[src/cvdt_pkg.sv]
// Shared types, constants and table functions for the civil date-time to
// epoch nanoseconds converter. No dependencies; every module in src uses it.
package cvdt_pkg;

    // Pipeline depth, request to result
    localparam int NSTAGE = 7;

    // Conversion constants
    localparam logic [29:0] NS_PER_SEC  = 30'd1000000000;
    localparam logic [29:0] FRAC_MAX_HI = 30'd854775807;  // fraction limit at top second
    localparam logic [29:0] FRAC_MIN_LO = 30'd145224192;  // fraction limit at bottom second
    localparam logic [4:0]  MAX_HOUR    = 5'd23;
    localparam logic [5:0]  MAX_MINUTE  = 6'd59;
    localparam logic [5:0]  LEAP_SECOND = 6'd60;
    localparam logic [6:0]  MAX_OFF_H   = 7'd23;
    localparam logic [6:0]  MAX_OFF_M   = 7'd59;

    // Divide-by-25 helpers: modular inverse test and floor reciprocal
    localparam logic [14:0] INV25_MOD15 = 15'd23593;
    localparam logic [14:0] DIV25_LIMIT = 15'd1310;
    localparam logic [15:0] RECIP25     = 16'd41944;  // ceil(2^20 / 25)

    typedef enum logic [2:0] {
        ST_OK     = 3'd0,
        ST_LEAP   = 3'd1,
        ST_DATE   = 3'd2,
        ST_TIME   = 3'd3,
        ST_OFFSET = 3'd4,
        ST_RANGE  = 3'd5
    } status_t;

    typedef struct packed {
        logic signed [15:0] year;
        logic [3:0]         month;
        logic [4:0]         day_of_month;
        logic [4:0]         hour;
        logic [5:0]         minute;
        logic [5:0]         second;
        logic [29:0]        fraction_ns;
        logic               has_offset;
        logic               offset_negative;
        logic [6:0]         offset_hours;
        logic [6:0]         offset_minutes;
    } req_t;

    typedef struct packed {
        logic signed [63:0] epoch_ns;
        status_t            status;
    } res_t;

    // Checked and decoded fields, leaving the check stage
    typedef struct packed {
        status_t            status;
        logic signed [16:0] yy;     // March-based year
        logic signed [14:0] q;      // floor(yy / 4)
        logic [14:0]        n;      // floor(yy / 4) + 10000, never negative
        logic [8:0]         doy;    // day of the March-based year
        logic [16:0]        tod;    // seconds into the day
        logic signed [17:0] off;    // signed offset in seconds
        logic [29:0]        frac;
    } chk_t;

    // Day count and second of day, leaving the day-count stages
    typedef struct packed {
        status_t            status;
        logic signed [25:0] days;
        logic signed [18:0] tsec;   // time of day minus offset, seconds
        logic [29:0]        frac;
    } day_sum_t;

    // Days in a month, given the leap flag of the calendar year
    function automatic logic [4:0] month_length(input logic leap, input logic [3:0] month);
        logic [4:0] len;
        case (month)
            4'd1, 4'd3, 4'd5, 4'd7, 4'd8, 4'd10, 4'd12: len = 5'd31;
            4'd4, 4'd6, 4'd9, 4'd11:                    len = 5'd30;
            4'd2:                                       len = leap ? 5'd29 : 5'd28;
            default:                                    len = 5'd0;
        endcase
        return len;
    endfunction

    // First day of each month counted from March 1
    function automatic logic [8:0] march_doy_base(input logic [3:0] month);
        logic [8:0] base;
        case (month)
            4'd3:    base = 9'd0;
            4'd4:    base = 9'd31;
            4'd5:    base = 9'd61;
            4'd6:    base = 9'd92;
            4'd7:    base = 9'd122;
            4'd8:    base = 9'd153;
            4'd9:    base = 9'd184;
            4'd10:   base = 9'd214;
            4'd11:   base = 9'd245;
            4'd12:   base = 9'd275;
            4'd1:    base = 9'd306;
            4'd2:    base = 9'd337;
            default: base = 9'd0;
        endcase
        return base;
    endfunction

endpackage

[src/cvdt_check.sv]
// First pipeline stage: field checks with status priority, and decode of the
// date and time into March-based year, day of year and seconds. Uses cvdt_pkg.
module cvdt_check (
    input  logic          clk,
    input  logic          rst_n,
    input  logic          en,
    input  cvdt_pkg::req_t req,
    output cvdt_pkg::chk_t chk
);
    import cvdt_pkg::*;

    logic signed [15:0] yq;
    logic [14:0]        lp_n;
    logic [29:0]        lp_full;
    logic               div25;
    logic               leap;
    logic [4:0]         mlen;
    logic               bad_date;
    logic               bad_time;
    logic               bad_off;
    status_t            st_c;
    logic signed [16:0] yy_c;
    logic signed [16:0] yy_sh;
    logic [16:0]        offm;
    logic signed [17:0] off_mag;
    chk_t               chk_next;
    chk_t               chk_reg;

    // Leap year test: year/4 divisible by 25 via the modular inverse of 25
    always_comb
    begin
        yq      = req.year >>> 2;
        lp_n    = 15'(yq + 16'sd8200);
        lp_full = 30'(lp_n) * 30'(INV25_MOD15);
        div25   = lp_full[14:0] <= DIV25_LIMIT;
        leap    = (req.year[1:0] == 2'd0) && (!div25 || (req.year[3:0] == 4'd0));
        mlen    = month_length(leap, req.month);
    end

    // Classify the request in check order
    always_comb
    begin
        bad_date = (req.year == 16'sh8000) || (req.month == 4'd0) || (req.month > 4'd12) ||
                   (req.day_of_month == 5'd0) || (req.day_of_month > mlen);
        bad_time = (req.hour > MAX_HOUR) || (req.minute > MAX_MINUTE) ||
                   (req.second > MAX_MINUTE) || (req.fraction_ns >= NS_PER_SEC);
        bad_off  = req.has_offset &&
                   ((req.offset_hours > MAX_OFF_H) || (req.offset_minutes > MAX_OFF_M));
        if (req.second == LEAP_SECOND)
            st_c = ST_LEAP;
        else if (bad_date)
            st_c = ST_DATE;
        else if (bad_time)
            st_c = ST_TIME;
        else if (bad_off)
            st_c = ST_OFFSET;
        else
            st_c = ST_OK;
    end

    // Decode year, day of year, time of day and offset
    always_comb
    begin
        yy_c  = 17'(req.year) - ((req.month <= 4'd2) ? 17'sd1 : 17'sd0);
        yy_sh = yy_c >>> 2;
        chk_next.status = st_c;
        chk_next.yy   = yy_c;
        chk_next.q    = yy_sh[14:0];
        chk_next.n    = 15'(yy_sh + 17'sd10000);
        chk_next.doy  = march_doy_base(req.month) + 9'(req.day_of_month) - 9'd1;
        chk_next.tod  = 17'(req.hour) * 17'd3600 + 17'(req.minute) * 17'd60 +
                        17'(req.second);
        offm    = 17'(req.offset_hours) * 17'd3600 + 17'(req.offset_minutes) * 17'd60;
        off_mag = $signed({1'b0, offm});
        if (!req.has_offset)
            chk_next.off = 18'sd0;
        else if (req.offset_negative)
            chk_next.off = -off_mag;
        else
            chk_next.off = off_mag;
        chk_next.frac = req.fraction_ns;
    end

    // Hold on stall, advance on enable
    always_ff @(posedge clk)
    begin
        if (en)
            chk_reg <= chk_next;
    end

    assign chk = chk_reg;

    a_leap_first: assert property (@(posedge clk) disable iff (!rst_n)
        (en && (req.second == LEAP_SECOND)) |=> (chk.status == ST_LEAP))
        else $error("leap second request did not take leap status");

endmodule

[src/cvdt_days.sv]
// Day-count stages: floor division by 100 through a reciprocal multiply, by
// 400 through a shift, then the days-from-civil sum. Uses cvdt_pkg.
module cvdt_days (
    input  logic              clk,
    input  logic [1:0]        en,
    input  cvdt_pkg::chk_t    chk,
    output cvdt_pkg::day_sum_t dsum
);
    import cvdt_pkg::*;

    logic [30:0]        c_full;
    logic [9:0]         c_next;
    logic [9:0]         c_reg;
    logic signed [25:0] base_next;
    logic signed [25:0] base_reg;
    logic signed [18:0] tsec_next;
    logic signed [18:0] tsec_reg;
    logic [29:0]        frac_reg;
    status_t            st_reg;
    logic signed [10:0] h;
    logic signed [25:0] h_ext;
    day_sum_t           dsum_next;
    day_sum_t           dsum_reg;

    // Stage two: floor(q / 25) + 400, year times 365 plus day of year
    always_comb
    begin
        c_full    = 31'(chk.n) * 31'(RECIP25);
        c_next    = c_full[29:20];
        base_next = 26'(chk.yy) * 26'sd365 + 26'(chk.q) + 26'($signed({1'b0, chk.doy})) -
                    26'sd719468;
        tsec_next = 19'($signed({1'b0, chk.tod})) - 19'(chk.off);
    end

    always_ff @(posedge clk)
    begin
        if (en[0])
        begin
            c_reg    <= c_next;
            base_reg <= base_next;
            tsec_reg <= tsec_next;
            frac_reg <= chk.frac;
            st_reg   <= chk.status;
        end
    end

    // Stage three: subtract the century days, add back every fourth century
    always_comb
    begin
        h     = $signed({1'b0, c_reg}) - 11'sd400;
        h_ext = 26'(h);
        dsum_next.days   = base_reg - h_ext + (h_ext >>> 2);
        dsum_next.tsec   = tsec_reg;
        dsum_next.frac   = frac_reg;
        dsum_next.status = st_reg;
    end

    always_ff @(posedge clk)
    begin
        if (en[1])
            dsum_reg <= dsum_next;
    end

    assign dsum = dsum_reg;

endmodule

[src/cvdt_scale.sv]
// Scaling stages: days to seconds, range check against the signed 64-bit
// limits, and the nanosecond product split in two partial products. Uses cvdt_pkg.
module cvdt_scale (
    input  logic               clk,
    input  logic [3:0]         en,
    input  cvdt_pkg::day_sum_t dsum,
    output cvdt_pkg::res_t     res
);
    import cvdt_pkg::*;

    logic signed [42:0] dsec4_reg;
    logic signed [18:0] tsec4_reg;
    logic [29:0]        frac4_reg;
    status_t            st4_reg;
    logic signed [42:0] secs5_reg;
    logic [29:0]        frac5_reg;
    status_t            st5_reg;
    logic               in_range;
    status_t            st6_next;
    logic [50:0]        plo6_next;
    logic [42:0]        phi6_next;
    logic [50:0]        plo6_reg;
    logic [42:0]        phi6_reg;
    logic [29:0]        frac6_reg;
    status_t            st6_reg;
    logic [63:0]        sum7;
    res_t               res_next;
    res_t               res_reg;

    // Stage four: day count to seconds
    always_ff @(posedge clk)
    begin
        if (en[0])
        begin
            dsec4_reg <= 43'(dsum.days) * 43'sd86400;
            tsec4_reg <= dsum.tsec;
            frac4_reg <= dsum.frac;
            st4_reg   <= dsum.status;
        end
    end

    // Stage five: add time of day less offset
    always_ff @(posedge clk)
    begin
        if (en[1])
        begin
            secs5_reg <= dsec4_reg + 43'(tsec4_reg);
            frac5_reg <= frac4_reg;
            st5_reg   <= st4_reg;
        end
    end

    // Stage six: range check, partial products of seconds times 1e9
    always_comb
    begin
        if (secs5_reg > 43'sd9223372036)
            in_range = 1'b0;
        else if (secs5_reg == 43'sd9223372036)
            in_range = frac5_reg <= FRAC_MAX_HI;
        else if (secs5_reg < -43'sd9223372037)
            in_range = 1'b0;
        else if (secs5_reg == -43'sd9223372037)
            in_range = frac5_reg >= FRAC_MIN_LO;
        else
            in_range = 1'b1;
        st6_next  = ((st5_reg == ST_OK) && !in_range) ? ST_RANGE : st5_reg;
        plo6_next = 51'(secs5_reg[20:0]) * 51'(NS_PER_SEC);
        phi6_next = 43'($signed(secs5_reg[42:21])) * 43'(NS_PER_SEC);
    end

    always_ff @(posedge clk)
    begin
        if (en[2])
        begin
            plo6_reg  <= plo6_next;
            phi6_reg  <= phi6_next;
            frac6_reg <= frac5_reg;
            st6_reg   <= st6_next;
        end
    end

    // Stage seven: combine partial products, zero the time on any error
    always_comb
    begin
        sum7 = {phi6_reg, 21'd0} + 64'(plo6_reg) + 64'(frac6_reg);
        res_next.epoch_ns = (st6_reg == ST_OK) ? $signed(sum7) : 64'sd0;
        res_next.status   = st6_reg;
    end

    always_ff @(posedge clk)
    begin
        if (en[3])
            res_reg <= res_next;
    end

    assign res = res_reg;

endmodule

[src/civil_datetime_to_epoch_nanos_unit.sv]
// Top level of the civil date-time to epoch nanoseconds converter: handshake,
// stage valid bits and stall control. Uses cvdt_pkg, cvdt_check, cvdt_days, cvdt_scale.
//
// Usage:
//   A request (req_valid/req_ready/req) carries a Gregorian date, a time of
//   day with nanosecond fraction and an optional UTC offset. Each request
//   gives exactly one result (res_valid/res_ready/res): signed nanoseconds
//   since 1970-01-01T00:00Z and a status code; the time is zero whenever the
//   status is not ok.
//   Requests pass through a seven-stage pipeline (check, two day-count
//   stages, four scaling stages), which takes one request per cycle while
//   the receiver does not stall.
//   Each stage holds its own valid bit. When res_ready is low the last stage
//   holds its result and earlier stages keep filling empty slots, so
//   req_ready stays high while any stage is free. req_ready follows
//   res_ready combinationally through the stage chain.
//   Reset (rst_n low, asynchronous) empties every stage; no result is shown
//   until a request enters after reset.
module civil_datetime_to_epoch_nanos_unit (
    input  logic           clk,
    input  logic           rst_n,
    input  logic           req_valid,
    output logic           req_ready,
    input  cvdt_pkg::req_t req,
    output logic           res_valid,
    input  logic           res_ready,
    output cvdt_pkg::res_t res
);
    import cvdt_pkg::*;

    logic [NSTAGE-1:0] valid_reg;
    logic [NSTAGE-1:0] valid_next;
    logic [NSTAGE-1:0] adv;
    logic              in_acc;
    logic              out_acc;
    chk_t              chk;
    day_sum_t          dsum;

    // Each stage loads when it is empty or its contents move on
    always_comb
    begin
        adv[NSTAGE-1] = !valid_reg[NSTAGE-1] || res_ready;
        for (int k = NSTAGE - 2; k >= 0; k--)
            adv[k] = !valid_reg[k] || adv[k+1];
    end

    always_comb
    begin
        valid_next[0] = adv[0] ? req_valid : valid_reg[0];
        for (int k = 1; k < NSTAGE; k++)
            valid_next[k] = adv[k] ? valid_reg[k-1] : valid_reg[k];
    end

    always_ff @(posedge clk or negedge rst_n)
    begin
        if (!rst_n)
            valid_reg <= '0;
        else
            valid_reg <= valid_next;
    end

    assign req_ready = adv[0];
    assign res_valid = valid_reg[NSTAGE-1];
    assign in_acc    = req_valid && req_ready;
    assign out_acc   = res_valid && res_ready;

    cvdt_check u_check (
        .clk   (clk),
        .rst_n (rst_n),
        .en    (adv[0]),
        .req   (req),
        .chk   (chk)
    );

    cvdt_days u_days (
        .clk  (clk),
        .en   (adv[2:1]),
        .chk  (chk),
        .dsum (dsum)
    );

    cvdt_scale u_scale (
        .clk  (clk),
        .en   (adv[6:3]),
        .dsum (dsum),
        .res  (res)
    );

    a_ready_when_free: assert property (@(posedge clk) disable iff (!rst_n)
        !(&valid_reg) |-> req_ready)
        else $error("request stalled while a stage was free");

    a_item_count: assert property (@(posedge clk) disable iff (!rst_n)
        $past(rst_n) |->
            ($countones(valid_reg) == $countones($past(valid_reg)) +
                                      int'($past(in_acc)) - int'($past(out_acc))))
        else $error("item lost or repeated in pipeline");

    a_error_zero: assert property (@(posedge clk) disable iff (!rst_n)
        (res_valid && (res.status != ST_OK)) |-> (res.epoch_ns == 64'sd0))
        else $error("error result carries nonzero time");

endmodule

[config.mk]
export PLATFORM = sky130hd
export DESIGN_NAME = civil_datetime_to_epoch_nanos_unit
export DESIGN_NICKNAME = d
export VERILOG_FILES = /design/src/cvdt_pkg.sv /design/src/cvdt_check.sv /design/src/cvdt_days.sv /design/src/cvdt_scale.sv /design/src/civil_datetime_to_epoch_nanos_unit.sv
export SDC_FILE = /design/constraint.sdc
export NUM_CORES = 2
export LEC_CHECK = 0
export BUFFER_PORTS_ARGS = -buffer_cell sky130_fd_sc_hd__buf_2
export CORE_UTILIZATION = 30
export CTS_CLUSTER_SIZE = 8
export DETAILED_ROUTE_END_ITERATION = 10
export GPL_ROUTABILITY_DRIVEN = 0
export PLACE_DENSITY_LB_ADDON = 0.3
export SLEW_MARGIN = 10
export SYNTH_ARGS = -nofsm -noshare
export SYNTH_HDL_FRONTEND = slang
export SYNTH_SLANG_ARGS = --single-unit
[constraint.sdc]
create_clock -name clk -period 23 [get_ports clk]
set_clock_uncertainty 0.1 [all_clocks]
set_input_delay 2.3 -clock clk [delete_from_list [all_inputs] [get_ports clk]]
set_output_delay 2.3 -clock clk [all_outputs]
set_load 0.005 [all_outputs]
==> results.yml <==
synthesis:
  ys_ff_latch: 616
  synth_fp_nets: 7360
  synth-async-reset-ratio_pct: 1.136
  ys.flop_type: "edfxtp_1"
  avgSynthCellArea_um2: 11.21
  synth_cells: 5540
  synth_edf_count: 609
  ys_types: 81
  yosysWarnings: 0
  synth.cell_area_mm2: 0.06213
  yosysSeqAreaShare_pct: 29.72
placement:
  pre_cts_ws_ns: 14.40
  place.port_buffers: 160
  place_area_mm2: 0.06636
  dpl.hpwl_mm: 114.5
global_route:
  grt_pass1_wl_mm: 217.0
  grt-ovfl-total: 0
  grt_pass1_vias: 40240
  grt_usage_pct: 13.05
  grt_antenna_before_repair: 8
  grt_max_degree: 73
cts:
  clock-sinks: 616
  cts_tree: "built"
  clock_latency_ns: 0.76
  cts_setup_buffers: 0
  clk_transition_reported_paths_ns: 0.05
  cts_buffer_depth: 3
  cts-buffers-inserted: 91
  cts_resized: 0
  cts-hold-fix-buffers: 0
  htreeDepth: 3
  cts_root_buf: "clkbuf_16"
die:
  start_util_pct: 30.28
  rows: 166
  die-width_um: 457.1
  core_area_mm2: 0.2052
  die_area_mm2: 0.2089
  io_pins: 161
  die_h_um: 457.1
route:
  first_iter_violations: 1597
  totalWireLength_mm: 135.2
  wl_per_cell_um: 15.86
  dr.pass1.iters: 5
  num_vias: 38080
  drtAntennaViolNets: 0
  post-route-drc-count: 0
  post_drt_via_cell_ratio: 4.467
hold_path:
  hold_class: "register to register"
  worstHoldStart: "u_days.dsum[75]"
cells_and_area:
  largest_reg_flops: 103
  drive_gt1_share_pct: 5.555
  final_util_pct: 33.67
  syn_to_final_growth_pct: 11.20
  design_area_mm2: 0.06909
  final_nets: 7604
worst_setup_path:
  crit_path_frequent_cell: "ha_1"
  critPathKind: "input pin to register"
  regToRegStartpoint: "u_scale.secs5_reg[0]"
  cp_data_required_time_ns: 23.33
  cp_slowest_cell: "fa_1"
  worst_r2r_path_depth: 21
  crit_fanout: 8
  timing.rr.end: "u_scale.plo6_reg[50]"
  end_kind: "register"
  max_stage_delay_ns: 0.52
  r2r_setup_slack_ns: 15.84
  worstSetupStartpointType: "input pin"
  endpoint: "u_check.chk[123]"
  cp_data_arrival_time_ns: 8.23
  cp-startpoint: "req[81]"
timing:
  rsz0062_at_grt: "no"
  fin_setup_tns_ns: 0
  slew_violations: 0
  finalHoldViolCount: 0
  worst_slack_ns: 15.10
  setup_viol: 0
  fmax_mhz: 126.6
  post-route-min-period_ns: 7.899
  worst_pin_slew_ns: 1.040
  fin_crit_sh_pct: 34.34
  relSlewSlack_pct: 30.65
job:
  max-cap-violations: 0
outcome:
  status: "complete, no violations"
==> layout by cell type (no fill, tap or decap), drive strengths merged, types with 34 or more instances in the layout <==
cell type  count
nand3         70
nand2        133
o21a          61
nand4         34
nor2b         34
nor3          73
ha          1053
fa           675
xnor2        262
clkbuf       124
o21bai        49
nor2         219
a21oi        223
and2          48
a21o         114
o21ai        124
edfxtp       609
buf          173
nand2b        43
inv         1269
xor2          94
==> kinds of logic (layout without fill, tap and decap cells) <==
logic type	Yosys count	in the layout	synth area share [%]
AO/OA/AOI/OAI	777	777	8.293
XOR/XNOR	356	356	5.019
adder cells (fa/ha/maj)	1728	1728	42.96
buffers and inverters	1293	1586	7.812
flip-flops	616	616	29.72
multiplexers	6	6	0.09667
other	0	4	0
AND/OR/NAND/NOR	764	764	6.106
==> stage by stage <==
stage	hold WS (ns)	instances
6_report	0.2944	8525
5_1_grt	0.3080	8524
4_1_cts	0.2975	8521
3_5_place_dp	0.3045	8379
3_3_place_gp	0.3023	8379
2_1_floorplan	0.3003	5540
==> final cells by class <==
class                      count  area [um2]
fill                       20610      136100
multi-input combinational   3631       38860
sequential                   616       18460
inverter                    1271        4773
tap                         2688        3363
clock buffer                 124        2401
timing repair buffer         173       898.4
clock inverter                18       321.6
antenna                        4       10.01
==> cell usage after synthesis, types with 19 or more instances <==
library cell | n | area [um2]
nor2b_1 | 34 | 212.7
o211ai_1 | 20 | 150.1
nand4_1 | 34 | 212.7
and3_1 | 27 | 168.9
nand3_1 | 69 | 345.3
edfxtp_1 | 609 | 18290
xnor2_1 | 262 | 2295
or3_1 | 29 | 181.4
a21oi_1 | 221 | 1106
xor2_1 | 94 | 823.3
o21bai_1 | 49 | 367.9
a21o_1 | 114 | 855.8
a211oi_1 | 25 | 187.7
nor2_1 | 219 | 822.0
nor3_1 | 73 | 365.4
o31ai_1 | 19 | 142.6
fa_1 | 675 | 13510
o21a_1 | 61 | 457.9
clkbuf_1 | 22 | 82.58
and2_1 | 48 | 300.3
nand2_1 | 133 | 499.2
ha_1 | 1053 | 13180
o21ai_0 | 121 | 605.6
inv_1 | 1271 | 4771
a31oi_1 | 26 | 162.7
nand2b_1 | 43 | 269.0
==> per-layer routing <==
layer	up-vias	part of all wire (%)	track usage, %
met1	18500	46	16.86
li1	18970	-	-
met5	-	0.019	0
met4	4	2.3	3.522
met3	164	2.6	1.626
met2	445	49	22.82
==> critical path: cells and delay by family <==
kind / cells / cell delay [ns]
xor gates and xnor gates: 2 / 0.29
adders and majority gates: 8 / 2.94
buffers and inverters: 3 / 0.26
AOI/OAI and AO/OA: 7 / 1.11
and+or+nand+nor: 9 / 1.30
==> worst min path at each step <==
stage / cells past startpoint / endpoint
finish: 0 / u_scale.st4_reg[0]
global placement: 0 / u_days.dsum[7]
global route: 0 / u_scale.tsec4_reg[3]
CTS: 0 / u_days.frac_reg[3]
floorplan: 0 / u_days.dsum[0]
detailed placement: 0 / u_days.dsum[27]
Power is left out: the tool's default activity adds up to more than one toggle a clock period on the data nets, which glitch-free logic cannot reach.
